<file path="src/sv/bjm_pkg.sv">
package bjm_pkg;

    localparam int MAX_ORDER = 127;
    localparam int MAX_START = 255;
    localparam int MIN_START = 20;

    localparam int ORD_W   = 7;
    localparam int START_W = 9;
    localparam int IDX_W   = $clog2(MAX_START + 1);
    localparam int SQ_W    = 6;
    localparam int K_W     = IDX_W + 2;

    localparam logic [63:0] FP_ONE  = 64'h3FF0_0000_0000_0000;
    localparam logic [63:0] FP_TWO  = 64'h4000_0000_0000_0000;
    localparam logic [63:0] FP_ZERO = 64'h0000_0000_0000_0000;
    localparam logic [63:0] FP_DNAN = 64'hFFF8_0000_0000_0000;

    typedef logic [1:0] fpu_op_t;
    localparam fpu_op_t FOP_ADD = 2'd0;
    localparam fpu_op_t FOP_SUB = 2'd1;
    localparam fpu_op_t FOP_MUL = 2'd2;
    localparam fpu_op_t FOP_DIV = 2'd3;

    typedef logic [3:0] src_t;
    localparam src_t SRC_K    = 4'd0;
    localparam src_t SRC_X    = 4'd1;
    localparam src_t SRC_TMP  = 4'd2;
    localparam src_t SRC_JP1  = 4'd3;
    localparam src_t SRC_JP2  = 4'd4;
    localparam src_t SRC_CUR  = 4'd5;
    localparam src_t SRC_NORM = 4'd6;
    localparam src_t SRC_TWO  = 4'd7;
    localparam src_t SRC_JN   = 4'd8;

    typedef logic [1:0] dst_t;
    localparam dst_t DST_TMP  = 2'd0;
    localparam dst_t DST_CUR  = 2'd1;
    localparam dst_t DST_NORM = 2'd2;

    typedef struct packed {
        logic    load;
        logic    zero_res;
        logic    sq_step;
        logic    set_start;
        logic    fpu_start;
        fpu_op_t fpu_op;
        src_t    src_a;
        src_t    src_b;
        logic    fpu_wr;
        dst_t    dst;
        logic    advance;
        logic    out_load;
    } dp_cmd_t;

    typedef struct packed {
        logic x_zero;
        logic start_auto;
        logic sq_more;
        logic i_even;
        logic i_zero;
        logic fpu_done;
    } dp_stat_t;

    // Exact double encoding of a small positive integer.
    function automatic logic [63:0] k_to_double(input logic [K_W-1:0] k);
        logic [3:0]  p;
        logic [52:0] m;
        logic [10:0] ex;
        p = '0;
        for (int b = 0; b < K_W; b++) begin
            if (k[b]) begin
                p = 4'(b);
            end
        end
        m  = 53'(k) << (6'd52 - 6'(p));
        ex = 11'(1023) + 11'(p);
        return {1'b0, ex, m[51:0]};
    endfunction

endpackage

</file>
<file path="src/sv/bjm_ctrl.sv">
module bjm_ctrl (
    input  logic              clk,
    input  logic              rst_n,
    input  logic              in_valid,
    output logic              in_ready,
    output logic              out_valid,
    input  logic              out_ready,
    input  bjm_pkg::dp_stat_t stat,
    output bjm_pkg::dp_cmd_t  cmd
);
    import bjm_pkg::*;

    localparam logic [4:0] C_IDLE  = 5'd0;
    localparam logic [4:0] C_CHK   = 5'd1;
    localparam logic [4:0] C_SQ    = 5'd2;
    localparam logic [4:0] C_SETS  = 5'd3;
    localparam logic [4:0] C_DIVK  = 5'd4;
    localparam logic [4:0] C_WDIVK = 5'd5;
    localparam logic [4:0] C_MUL   = 5'd6;
    localparam logic [4:0] C_WMUL  = 5'd7;
    localparam logic [4:0] C_SUB   = 5'd8;
    localparam logic [4:0] C_WSUB  = 5'd9;
    localparam logic [4:0] C_DBL   = 5'd10;
    localparam logic [4:0] C_WDBL  = 5'd11;
    localparam logic [4:0] C_ACC   = 5'd12;
    localparam logic [4:0] C_WACC  = 5'd13;
    localparam logic [4:0] C_STEP  = 5'd14;
    localparam logic [4:0] C_FDIV  = 5'd15;
    localparam logic [4:0] C_WFDIV = 5'd16;
    localparam logic [4:0] C_OUT   = 5'd17;

    logic [4:0] state_reg, state_next;
    logic       ovalid_reg, ovalid_next;

    always_comb
    begin
        state_next = state_reg;
        cmd        = '0;
        in_ready   = 1'b0;
        case (state_reg)
            C_IDLE:
            begin
                in_ready = 1'b1;
                if (in_valid)
                begin
                    cmd.load   = 1'b1;
                    state_next = C_CHK;
                end
            end
            C_CHK:
            begin
                if (stat.x_zero)
                begin
                    cmd.zero_res = 1'b1;
                    state_next   = C_OUT;
                end
                else if (stat.start_auto)
                begin
                    state_next = C_SQ;
                end
                else
                begin
                    state_next = C_SETS;
                end
            end
            C_SQ:
            begin
                if (stat.sq_more)
                begin
                    cmd.sq_step = 1'b1;
                end
                else
                begin
                    state_next = C_SETS;
                end
            end
            C_SETS:
            begin
                cmd.set_start = 1'b1;
                state_next    = C_DIVK;
            end
            C_DIVK:
            begin
                cmd.fpu_start = 1'b1;
                cmd.fpu_op    = FOP_DIV;
                cmd.src_a     = SRC_K;
                cmd.src_b     = SRC_X;
                state_next    = C_WDIVK;
            end
            C_WDIVK:
            begin
                cmd.dst = DST_TMP;
                if (stat.fpu_done)
                begin
                    cmd.fpu_wr = 1'b1;
                    state_next = C_MUL;
                end
            end
            C_MUL:
            begin
                cmd.fpu_start = 1'b1;
                cmd.fpu_op    = FOP_MUL;
                cmd.src_a     = SRC_TMP;
                cmd.src_b     = SRC_JP1;
                state_next    = C_WMUL;
            end
            C_WMUL:
            begin
                cmd.dst = DST_TMP;
                if (stat.fpu_done)
                begin
                    cmd.fpu_wr = 1'b1;
                    state_next = C_SUB;
                end
            end
            C_SUB:
            begin
                cmd.fpu_start = 1'b1;
                cmd.fpu_op    = FOP_SUB;
                cmd.src_a     = SRC_TMP;
                cmd.src_b     = SRC_JP2;
                state_next    = C_WSUB;
            end
            C_WSUB:
            begin
                cmd.dst = DST_CUR;
                if (stat.fpu_done)
                begin
                    cmd.fpu_wr = 1'b1;
                    // even terms feed the normalization sum
                    if (!stat.i_even)
                    begin
                        state_next = C_STEP;
                    end
                    else if (stat.i_zero)
                    begin
                        state_next = C_ACC;
                    end
                    else
                    begin
                        state_next = C_DBL;
                    end
                end
            end
            C_DBL:
            begin
                cmd.fpu_start = 1'b1;
                cmd.fpu_op    = FOP_MUL;
                cmd.src_a     = SRC_TWO;
                cmd.src_b     = SRC_CUR;
                state_next    = C_WDBL;
            end
            C_WDBL:
            begin
                cmd.dst = DST_TMP;
                if (stat.fpu_done)
                begin
                    cmd.fpu_wr = 1'b1;
                    state_next = C_ACC;
                end
            end
            C_ACC:
            begin
                cmd.fpu_start = 1'b1;
                cmd.fpu_op    = FOP_ADD;
                cmd.src_a     = SRC_NORM;
                cmd.src_b     = stat.i_zero ? SRC_CUR : SRC_TMP;
                state_next    = C_WACC;
            end
            C_WACC:
            begin
                cmd.dst = DST_NORM;
                if (stat.fpu_done)
                begin
                    cmd.fpu_wr = 1'b1;
                    state_next = C_STEP;
                end
            end
            C_STEP:
            begin
                cmd.advance = 1'b1;
                state_next  = stat.i_zero ? C_FDIV : C_DIVK;
            end
            C_FDIV:
            begin
                cmd.fpu_start = 1'b1;
                cmd.fpu_op    = FOP_DIV;
                cmd.src_a     = SRC_JN;
                cmd.src_b     = SRC_NORM;
                state_next    = C_WFDIV;
            end
            C_WFDIV:
            begin
                cmd.dst = DST_TMP;
                if (stat.fpu_done)
                begin
                    cmd.fpu_wr = 1'b1;
                    state_next = C_OUT;
                end
            end
            C_OUT:
            begin
                // hold until the output register is free
                if (!ovalid_reg || out_ready)
                begin
                    cmd.out_load = 1'b1;
                    state_next   = C_IDLE;
                end
            end
            default:
            begin
                state_next = C_IDLE;
            end
        endcase
    end

    assign ovalid_next = cmd.out_load | (ovalid_reg & ~out_ready);

    always_ff @(posedge clk or negedge rst_n)
    begin
        if (!rst_n)
        begin
            state_reg  <= C_IDLE;
            ovalid_reg <= 1'b0;
        end
        else
        begin
            state_reg  <= state_next;
            ovalid_reg <= ovalid_next;
        end
    end

    assign out_valid = ovalid_reg;

endmodule

</file>
<file path="config.mk">
export PLATFORM = sky130hd
export DESIGN_NAME = bjm_ctrl
export DESIGN_NICKNAME = d
export VERILOG_FILES = /design/src/sv/bjm_pkg.sv /design/src/sv/bjm_ctrl.sv
export SDC_FILE = /design/constraint.sdc
export NUM_CORES = 1
export LEC_CHECK = 0
export BUFFER_PORTS_ARGS = -buffer_cell sky130_fd_sc_hd__buf_2
export CAP_MARGIN = 15
export CORE_AREA = 8 8 49 51
export CTS_CLUSTER_SIZE = 14
export DETAILED_ROUTE_END_ITERATION = 6
export DIE_AREA = 0 0 57 59
export PLACE_DENSITY = 0.8
export SYNTH_ARGS = -nofsm -noshare
export SYNTH_HDL_FRONTEND = slang
export SYNTH_SLANG_ARGS = --single-unit
</file>
<file path="constraint.sdc">
create_clock -name clk -period 3.8 [get_ports clk]
set_input_delay 0.95 -clock clk [delete_from_list [all_inputs] [get_ports clk]]
set_output_delay 0.95 -clock clk [all_outputs]
set_load 0.01 [all_outputs]
</file>
==> flow_metrics.tcl, run 1 <==
set metrics [dict create \
    period_share_pct 75.0 \
    syn2layout_area_growth_pct 16.9 \
    reg2reg_slack_ps 1740 \
    crit_type "register to primary output" \
    cts_root_buf "clkbuf_4" \
    grt_pass1_vias 812 \
    slew-limit-headroom_pct 50.6 \
    wire_per_inst_um 13.7 \
    cts_setup_buffers 0 \
    netlist_area_um2 792 \
    ctsLongestPathBuffers 2 \
    first_pass_iters 4 \
    grt_pass1_wl_mm 3.62 \
    crit_path_max_fanout 22 \
    io_buffers 30 \
    multi_input_area_um2 559 \
    cp_data_arrival_time_ps 1900 \
    skew_ps 1.07 \
    yosys.area.top_type "dfrtp_1" \
    p_leak_nw 0.463 \
    synthArstFlopShare_pct 100 \
    slowest_delay_ps 720 \
    die_area_um2 3360 \
    synth_area_per_cell_um2 6.95 \
    ff_latch_area_um2 150 \
    cts_tree "built" \
    routabilityCongestion 0.929 \
    grt_overflow 0 \
    synth-edff-count 0 \
    largest_reg_flops 5 \
    slew_viol_final 0 \
    grt_max_degree 24 \
    drv_cap 0 \
    ys_top_cells_by_count "nor2_1 (12), a21oi_1 (9), nand2_1 (9)" \
    die_width_um 57 \
    reg2reg_from "state_reg[4]$_DFFE_PN0P_" \
    numCtsBuffers 3 \
    worstPathRequired_ps 2850 \
    antenna_found_initial 0 \
    vias 864 \
    dp_worst_setup_slack_ps 1190 \
    dp_hpwl_mm 1.65 \
    num_rows 15 \
    synth.area.top_cells "dfrtp_1 (19%), a21oi_1 (5.7%), nor2_1 (5.7%), o21ai_0 (5.1%), nand2_1 (4.3%)" \
    floorplan.initialDensity_pct 48.0 \
    synth_top_flop_cell "dfrtp_1" \
    syn_nets 124 \
    hold_class "input pin to async pin" \
    clock_latency_ps 240 \
    crit_chain "and2b_4 > a22oi_1 > o21ai_0 > and2_1 > buf_2" \
    layout_min_cycle_time_ps 2850 \
    setup_viol 0 \
    critPathLaunchType "register" \
    cts.sinks 6 \
    ant_nets 0 \
    yosysMostFrequentCell "nor2_1" \
    max-vdd-ir-drop_uv 592 \
    io_pins 32 \
    yosysTopAreaCellShare_pct 19.0 \
    synth_seq_area_share_pct 19.0 \
    setup_slack_ps 950 \
    fin_nets 149 \
    htreeDepth 1 \
    power_mw 0.883 \
    finalHoldViolCount 0 \
    diodes 0 \
    rsz0062_at_grt "no" \
    drc_errors 0 \
    critPathCaptureType "primary output" \
    clk_pin_slew_ps 40 \
    postSynthRegisterBits 6 \
    drive_above_1_share_pct 32.1 \
    gr-usage-all-layers_pct 12.5 \
    drt_iter0_drc 11 \
    yosys_warnings 0 \
    netlist_instances 114 \
    fillCellCount 168 \
    cpMaxStageDelayCell "dfrtp_1" \
    yosysUniqueCellTypes 42 \
    cts_hold_buf 0 \
    status "complete, no violations" \
    power_density_nw_per_um2 954 \
    startpoint "state_reg[4]$_DFFE_PN0P_" \
    tns_ps 0 \
    fmax_mhz 351 \
    vias_per_cell 5.61 \
    fin_hold_ws_ps 524 \
    cts_resized 0 \
    core_um2 1650 \
    die-height_um 59 \
    finalWirelength_mm 2.11 \
    tightest_slew_ps 741 \
]
critical path: cells and delay by family (launching register included):
kind	cells	cell delay [ps]
flip-flops	1	720
AND/OR/NAND/NOR	2	460
AO/OA/AOI/OAI	2	340
buffers and inverters	1	130
cell usage in the layout (no fill, tap or decap), types with 3 or more instances in the layout:
master and n:
dfrtp_1 6, clkbuf_4 3, a21oi_1 9, nand2b_1 4
nor2_1 12, buf_2 30, inv_1 6, nor3_1 6
o21ai_0 8, mux2_2 3, a22oi_1 3, nor2b_1 3
nand2_1 9, xnor2_1 3
cell families (layout without fill, tap and decap cells):
kind of cell           count (synthesis)  in the layout  synth area share (%)
flip-flops                             6              6                  19.0
multiplexers                           3              3                  4.27
AND/OR/NAND/NOR                       51             51                  34.6
XOR/XNOR                               5              5                  5.53
AO/OA/AOI/OAI                         32             32                  25.8
other                                  1              1                 0.473
buffers and inverters                 16             39                  10.4
power breakdown:
| group | total (mW) | internal [mW] | switching, mW |
|---|---|---|---|
| registers | 0.238 | 0.0917 | 0.146 |
| clock network | 0.0558 | 0.0355 | 0.0203 |
| logic | 0.589 | 0.282 | 0.308 |
| total | 0.883 | 0.409 | 0.474 |
final cells by class:
cell class	count	share of cell area, %
sequential	6	16.2
timing repair buffer	30	16.2
clock buffer	3	2.43
tap	17	2.30
inverter	6	2.43
multi-input combinational	92	60.4
layer usage:
metal	routed length, um	track usage (%)	share of wire [%]	vias to the layer above
li1	-	-	-	445
met1	940	14.7	45	392
met2	1000	21.2	48	27
met3	166	3.86	7.9	0
met4	0	3.02	0	0
met5	0	0	0	-
path summary, 6_finish.rpt:
kind                                             to  cells after the start
setup / recovery                             cmd[4]                      5
setup reg to reg           state_reg[0]$_DFFE_PN0P_                      5
max in group asynchronous  state_reg[1]$_DFFE_PN0P_                      1
min in group clk                out_valid$_DFF_PN0_                      2
hold reg to reg                 out_valid$_DFF_PN0_                      2
hold / removal             state_reg[4]$_DFFE_PN0P_                      1
through the flow:
step,std cells,area [um2],utilization (%)
floorplan,114,792,-
global placement,151,903,54.7
detailed placement,151,903,54.7
CTS,154,926,56.1
global route,154,926,56.1
finish,154,926,56.1
(Power assumes the default switching activity.)
==> run 2, diff against run 1 <==
Settings changed: ABC_AREA from default to 1, CORE_AREA 8 8 49 51 to 8 8 50 52, DIE_AREA 0 0 57 59 to 0 0 58 60, PLACE_DENSITY 0.8 to 0.75.
Clock period 3.8 ns to 2.7 ns, I/O delays scaled along.
==> run 2 against run 1 <==
Setup slack worse by 550 ps. Final cell count grew 26%. Synthesized cell count increased by 28%. Critical endpoint is now cmd[5]. Non-clock buffer count did not move. Global-route usage up 0.33 points. Synthesized area decreased by 3.6%. Sequential power decreased by 26%. Largest power group unchanged. Total power fell by 8.1%. Flip-flop and latch count is the same. Combinational power is 5.6% lower. Utilization shrank 4.1 points.
==> flow_metrics.tcl, run 2 <==
set metrics [dict create \
    reg2reg_slack_ps 1170 \
    routabilityCongestion 0.896 \
    rsz0062_at_grt "no" \
    status "complete, no violations" \
    clk_pin_slew_ps 40 \
    finalHoldViolCount 0 \
    die-height_um 60 \
    grt_max_degree 9 \
    switching_share_pct 55.3 \
    io_pins 32 \
    yosys_warnings 0 \
    tns_ps 0 \
    r2r_end "state_reg[2]$_DFFE_PN0P_" \
    synth_seq_area_share_pct 19.7 \
    p_leak_nw 0.686 \
    yosysMostFrequentCell "nand2_1" \
    finish.instance_area_um2 936 \
    intPower_mw 0.363 \
    cts_root_buf "clkbuf_4" \
    setup_slack_ps 398 \
    antenna_found_initial 0 \
    ys_top_cells_by_count "nand2_1 (47), inv_1 (24), nor2_1 (22)" \
    cp-endpoint "cmd[5]" \
    ant_nets 0 \
    num_rows 16 \
    synthArstFlopShare_pct 100 \
    synth_top_flop_cell "dfrtp_1" \
    power_switching_mw 0.449 \
    skew_ps 0.0526 \
    critPathCaptureType "primary output" \
    met2_length_mm 1.09 \
    dp_worst_setup_slack_ps 666 \
    synth-edff-count 0 \
    grt_pass1_vias 870 \
    cts.sinks 6 \
    numCtsBuffers 3 \
    largest_reg_flops 5 \
    vias 945 \
    power_density_nw_per_um2 867 \
    wire_per_inst_um 11.3 \
    ff2ff_path_depth 8 \
    synth.area.top_cells "nand2_1 (23%), dfrtp_1 (20%), nand3_1 (13%), inv_1 (12%), nor2_1 (11%)" \
    placed_area_um2 913 \
    wl_met3_um 180 \
    cpMaxStageDelayCell "dfrtp_1" \
    finalWirelength_mm 2.20 \
    cts_hold_buf 0 \
    grt_overflow 0 \
    yosys.area.top_type "nand2_1" \
    drc_errors 0 \
    htreeDepth 1 \
    ctsLongestPathBuffers 2 \
    vias_per_cell 4.87 \
    crit_path_max_fanout 7 \
    cp_top_family "simple AND/OR/NAND/NOR gates" \
    worstSetupPathDepth 8 \
    reg2reg_from "state_reg[3]$_DFFE_PN0P_" \
    syn_nets 156 \
    hold_class "input pin to async pin" \
    multi_input_area_um2 489 \
    postSynthRegisterBits 6 \
    syn2layout_area_growth_pct 22.6 \
    cts_resized 0 \
    die_width_um 58 \
    cts_tree "built" \
    io_buffers 30 \
    seq_power_share_pct 21.8 \
    startpoint "state_reg[0]$_DFFE_PN0P_" \
    crit_type "register to primary output" \
    setup_viol 0 \
    slowest_delay_ps 450 \
    cts_setup_buffers 0 \
    dp_hpwl_mm 1.84 \
    slew_viol_final 0 \
    clock_latency_ps 240 \
    die_area_um2 3480 \
    worstPathRequired_ps 2030 \
    period_share_pct 85.3 \
    utilization_pct 51.9 \
    mostFrequentLayoutCells "nand2_1 (47), buf_2 (30), inv_1 (24)" \
    diodes 0 \
    fin_nets 188 \
    yosysTopAreaCellShare_pct 23.1 \
    first_pass_iters 4 \
    pwr-share-clk_pct 9.7 \
    core_um2 1800 \
    layout_min_cycle_time_ps 2300 \
    crit_chain "inv_2 > nand2_1 > nor2_4 > nand2_1 > o21ai_0 > inv_1 > nand2_1 > buf_2" \
    max-vdd-ir-drop_uv 459 \
    m1WireLength_um 912 \
    fmax_mhz 434 \
    cp_num_buf_inv 3 \
    path_common_cell "nand2_1" \
    critPathLaunchType "register" \
    p_comb_share_pct 68.5 \
    netlist_area_um2 763 \
    drive_above_1_share_pct 26.7 \
    synth_area_per_cell_um2 5.23 \
    top_layer "met4" \
    netlist_instances 146 \
    grt_pass1_wl_mm 3.56 \
    power_mw 0.812 \
    cp_data_arrival_time_ps 1630 \
    fillCellCount 186 \
    gr-usage-all-layers_pct 12.8 \
    yosysUniqueCellTypes 16 \
    ff_latch_area_um2 150 \
    final_common_cell "nand2_1" \
    drt_iter0_drc 37 \
    drv_cap 0 \
    floorplan.initialDensity_pct 42.4 \
]
run 2: worst min path at each step:
stage | startpoint | end | slack [ps] | depth (start not counted)
after floorplan | rst_n | out_valid$_DFF_PN0_ | 380 | 0
after global placement | rst_n | state_reg[3]$_DFFE_PN0P_ | 500 | 1
after detailed placement | rst_n | state_reg[3]$_DFFE_PN0P_ | 500 | 1
after CTS | rst_n | state_reg[3]$_DFFE_PN0P_ | 250 | 1
after global routing | rst_n | state_reg[3]$_DFFE_PN0P_ | 240 | 1
final | rst_n | state_reg[3]$_DFFE_PN0P_ | 250 | 1
run 2: cell type report:
cell class                 instances  share of cell area (%)
inverter                          27                    10.8
sequential                         6                    16.0
timing repair buffer              30                    16.0
clock buffer                       3                    2.41
multi-input combinational        110                    52.3
tap                               18                    2.41
run 2: per-stage QoR:
stage / hold slack, ps / std cells
6_report: 252 / 194
5_1_grt: 240 / 194
4_1_cts: 248 / 194
3_5_place_dp: 501 / 191
3_3_place_gp: 500 / 191
2_1_floorplan: 379 / 146
run 2: metal layers:
layer,track usage (%),vias to the layer above
met5,0,-
met2,21.0,42
met4,4.90,0
li1,-,502
met3,3.66,2
met1,15.3,399
run 2: cells by family (layout without fill, tap and decap cells):
logic type	Yosys count	count (layout)	share of synthesized area [%]
AND/OR/NAND/NOR	103	103	59.7
buffers and inverters	30	60	16.2
AO/OA/AOI/OAI	6	6	3.93
flip-flops	6	6	19.7
other	1	1	0.491
run 2: power by group through the flow:
| stage | Combinational [mW] | Sequential [mW] | Clock [mW] |
|---|---|---|---|
| after global placement | 0.552 | 0.175 | 0 |
| after global routing | 0.628 | 0.182 | 0.0879 |
| final | 0.556 | 0.177 | 0.0789 |
| after CTS | 0.556 | 0.175 | 0.0815 |
| after floorplan | 0.429 | 0.152 | 0 |
| after detailed placement | 0.553 | 0.176 | 0 |
==> run 3, diff against run 2 <==
Settings changed: CELL_PAD_IN_SITES_DETAIL_PLACEMENT from default to 0, CELL_PAD_IN_SITES_GLOBAL_PLACEMENT from default to 1, CORE_AREA 8 8 50 52 to 8 8 61 63, DIE_AREA 0 0 58 60 to 0 0 69 71, PLACE_DENSITY 0.75 to default, PLACE_DENSITY_LB_ADDON from default to 0.1.
==> run 3 against run 2 <==
Total power is 1.7% higher. Clock power is 7.2% higher. Highest routed layer unchanged. Hold slack worse by 16 ps. Maximum frequency is 0.34% lower. Register-to-register slack worse by 50 ps. Combinational power is 1% higher. Count of clock-buffer cells in the layout stayed put. Clock skew is 6.5 ps higher. Final area is 2.0% higher. First-iteration DRC count is 43% lower. Critical path depth stayed put.
==> flow_metrics.tcl, run 3 (synthesis results as in run 2) <==
set metrics [dict create \
    num_rows 20 \
    ant_nets 0 \
    cts_hold_buf 0 \
    core_um2 2850 \
    drc_errors 0 \
    mostFrequentLayoutCells "nand2_1 (47), buf_2 (30), inv_1 (24)" \
    ctsLongestPathBuffers 2 \
    dp_worst_setup_slack_ps 648 \
    dpl.cell_count 206 \
    wire_per_inst_um 12.1 \
    cts_root_buf "clkbuf_4" \
    p_leak_nw 0.686 \
    drt_iter0_drc 21 \
    clock_latency_ps 250 \
    largest_reg_flops 5 \
    htreeDepth 1 \
    slew_viol_final 0 \
    setup_slack_ps 390 \
    final_common_cell "nand2_1" \
    vias_per_cell 4.54 \
    die-height_um 71 \
    max-vdd-ir-drop_uv 358 \
    crit_type "register to primary output" \
    cp_data_arrival_time_ps 1640 \
    vias 948 \
    die_width_um 69 \
    utilization_pct 33.5 \
    drive_above_1_share_pct 26.7 \
    cts_setup_buffers 0 \
    crit_path_max_fanout 7 \
    antenna_found_initial 0 \
    period_share_pct 85.6 \
    critPathLaunchType "register" \
    rsz0062_at_grt "no" \
    power_mw 0.826 \
    setup_viol 0 \
    finalHoldViolCount 0 \
    worstPathRequired_ps 2030 \
    grt_use_met1_pct 12.0 \
    first_pass_iters 4 \
    grt.busiest_layer "met2" \
    use_met2_pct 17.1 \
    floorplan.initialDensity_pct 26.8 \
    cts_tree "built" \
    tns_ps 0 \
    io_pins 32 \
    grt_overflow 0 \
    power_density_nw_per_um2 865 \
    io_buffers 30 \
    grt_pass1_wl_mm 4.30 \
    grt_pass1_vias 980 \
    drv_cap 0 \
    grt_util_met3_pct 3.36 \
    cts_resized 0 \
    skew_ps 6.58 \
    layout.cells.non_filler 209 \
    routabilityCongestion 0.799 \
    cts.sinks 6 \
    die_area_um2 4900 \
    syn2layout_area_growth_pct 25.1 \
    layout_min_cycle_time_ps 2310 \
    dp_hpwl_mm 2.14 \
    diodes 0 \
    ff2ff_path_depth 8 \
    fmax_mhz 433 \
    clk_pin_slew_ps 50 \
    status "complete, no violations" \
    gr-usage-all-layers_pct 10.0 \
    finalWirelength_mm 2.54 \
    fin_nets 188 \
    hold_class "input pin to async pin" \
    grt_max_degree 9 \
    numCtsBuffers 3 \
    critPathCaptureType "primary output" \
]
==> run 3: cell counts in the layout (fill, tap and decap cells not counted) <==
No cell type changed its count.
==> run 3: worst paths after layout <==
kind | start | to | slack (ps)
max | state_reg[0]$_DFFE_PN0P_ | cmd[5] | 390
max reg2reg | state_reg[3]$_DFFE_PN0P_ | state_reg[3]$_DFFE_PN0P_ | 1120
min reg2reg | out_valid$_DFF_PN0_ | out_valid$_DFF_PN0_ | 600
max in group asynchronous | rst_n | state_reg[0]$_DFFE_PN0P_ | 2320
min | rst_n | state_reg[1]$_DFFE_PN0P_ | 240
min in group clk | out_valid$_DFF_PN0_ | out_valid$_DFF_PN0_ | 600
==> run 3: power by group <==
part | internal [mW] | switching (mW) | leakage [nW]
clock | 0.0504 | 0.0342 | 0.0138
combinational | 0.190 | 0.373 | 0.593
sequential | 0.123 | 0.0551 | 0.0784
total | 0.363 | 0.462 | 0.686
==> run 3: cell type report <==
cell class	instances	area [um2]
repair buffers	30	150
inverters	27	101
fillers	364	1900
clock buffers	3	22.5
flip-flops and latches	6	150
multi-input cells	110	489
well taps	33	41.3
==> run 3: worst max-delay path: stages (launching register included) <==
cell     delay, ps
dfrtp_1        460
inv_2          120
nand2_1         90
nor2_4         190
nand2_1        180
o21ai_0        110
inv_1           70
nand2_1         50
buf_2          130
==> run 3: through the flow <==
| step | hold slack, ps | instance area (um2) |
|---|---|---|
| after detailed placement | 505 | 932 |
| final | 236 | 955 |
| after CTS | 239 | 955 |
| after global placement | 501 | 932 |
| after global routing | 237 | 955 |
| after floorplan | 379 | 763 |
==> run 3: metal layers <==
metal / vias to the layer above / wire, um
met2: 20 / 1190
met1: 425 / 1200
li1: 501 / -
met4: 0 / 12
met5: - / 0
met3: 2 / 125
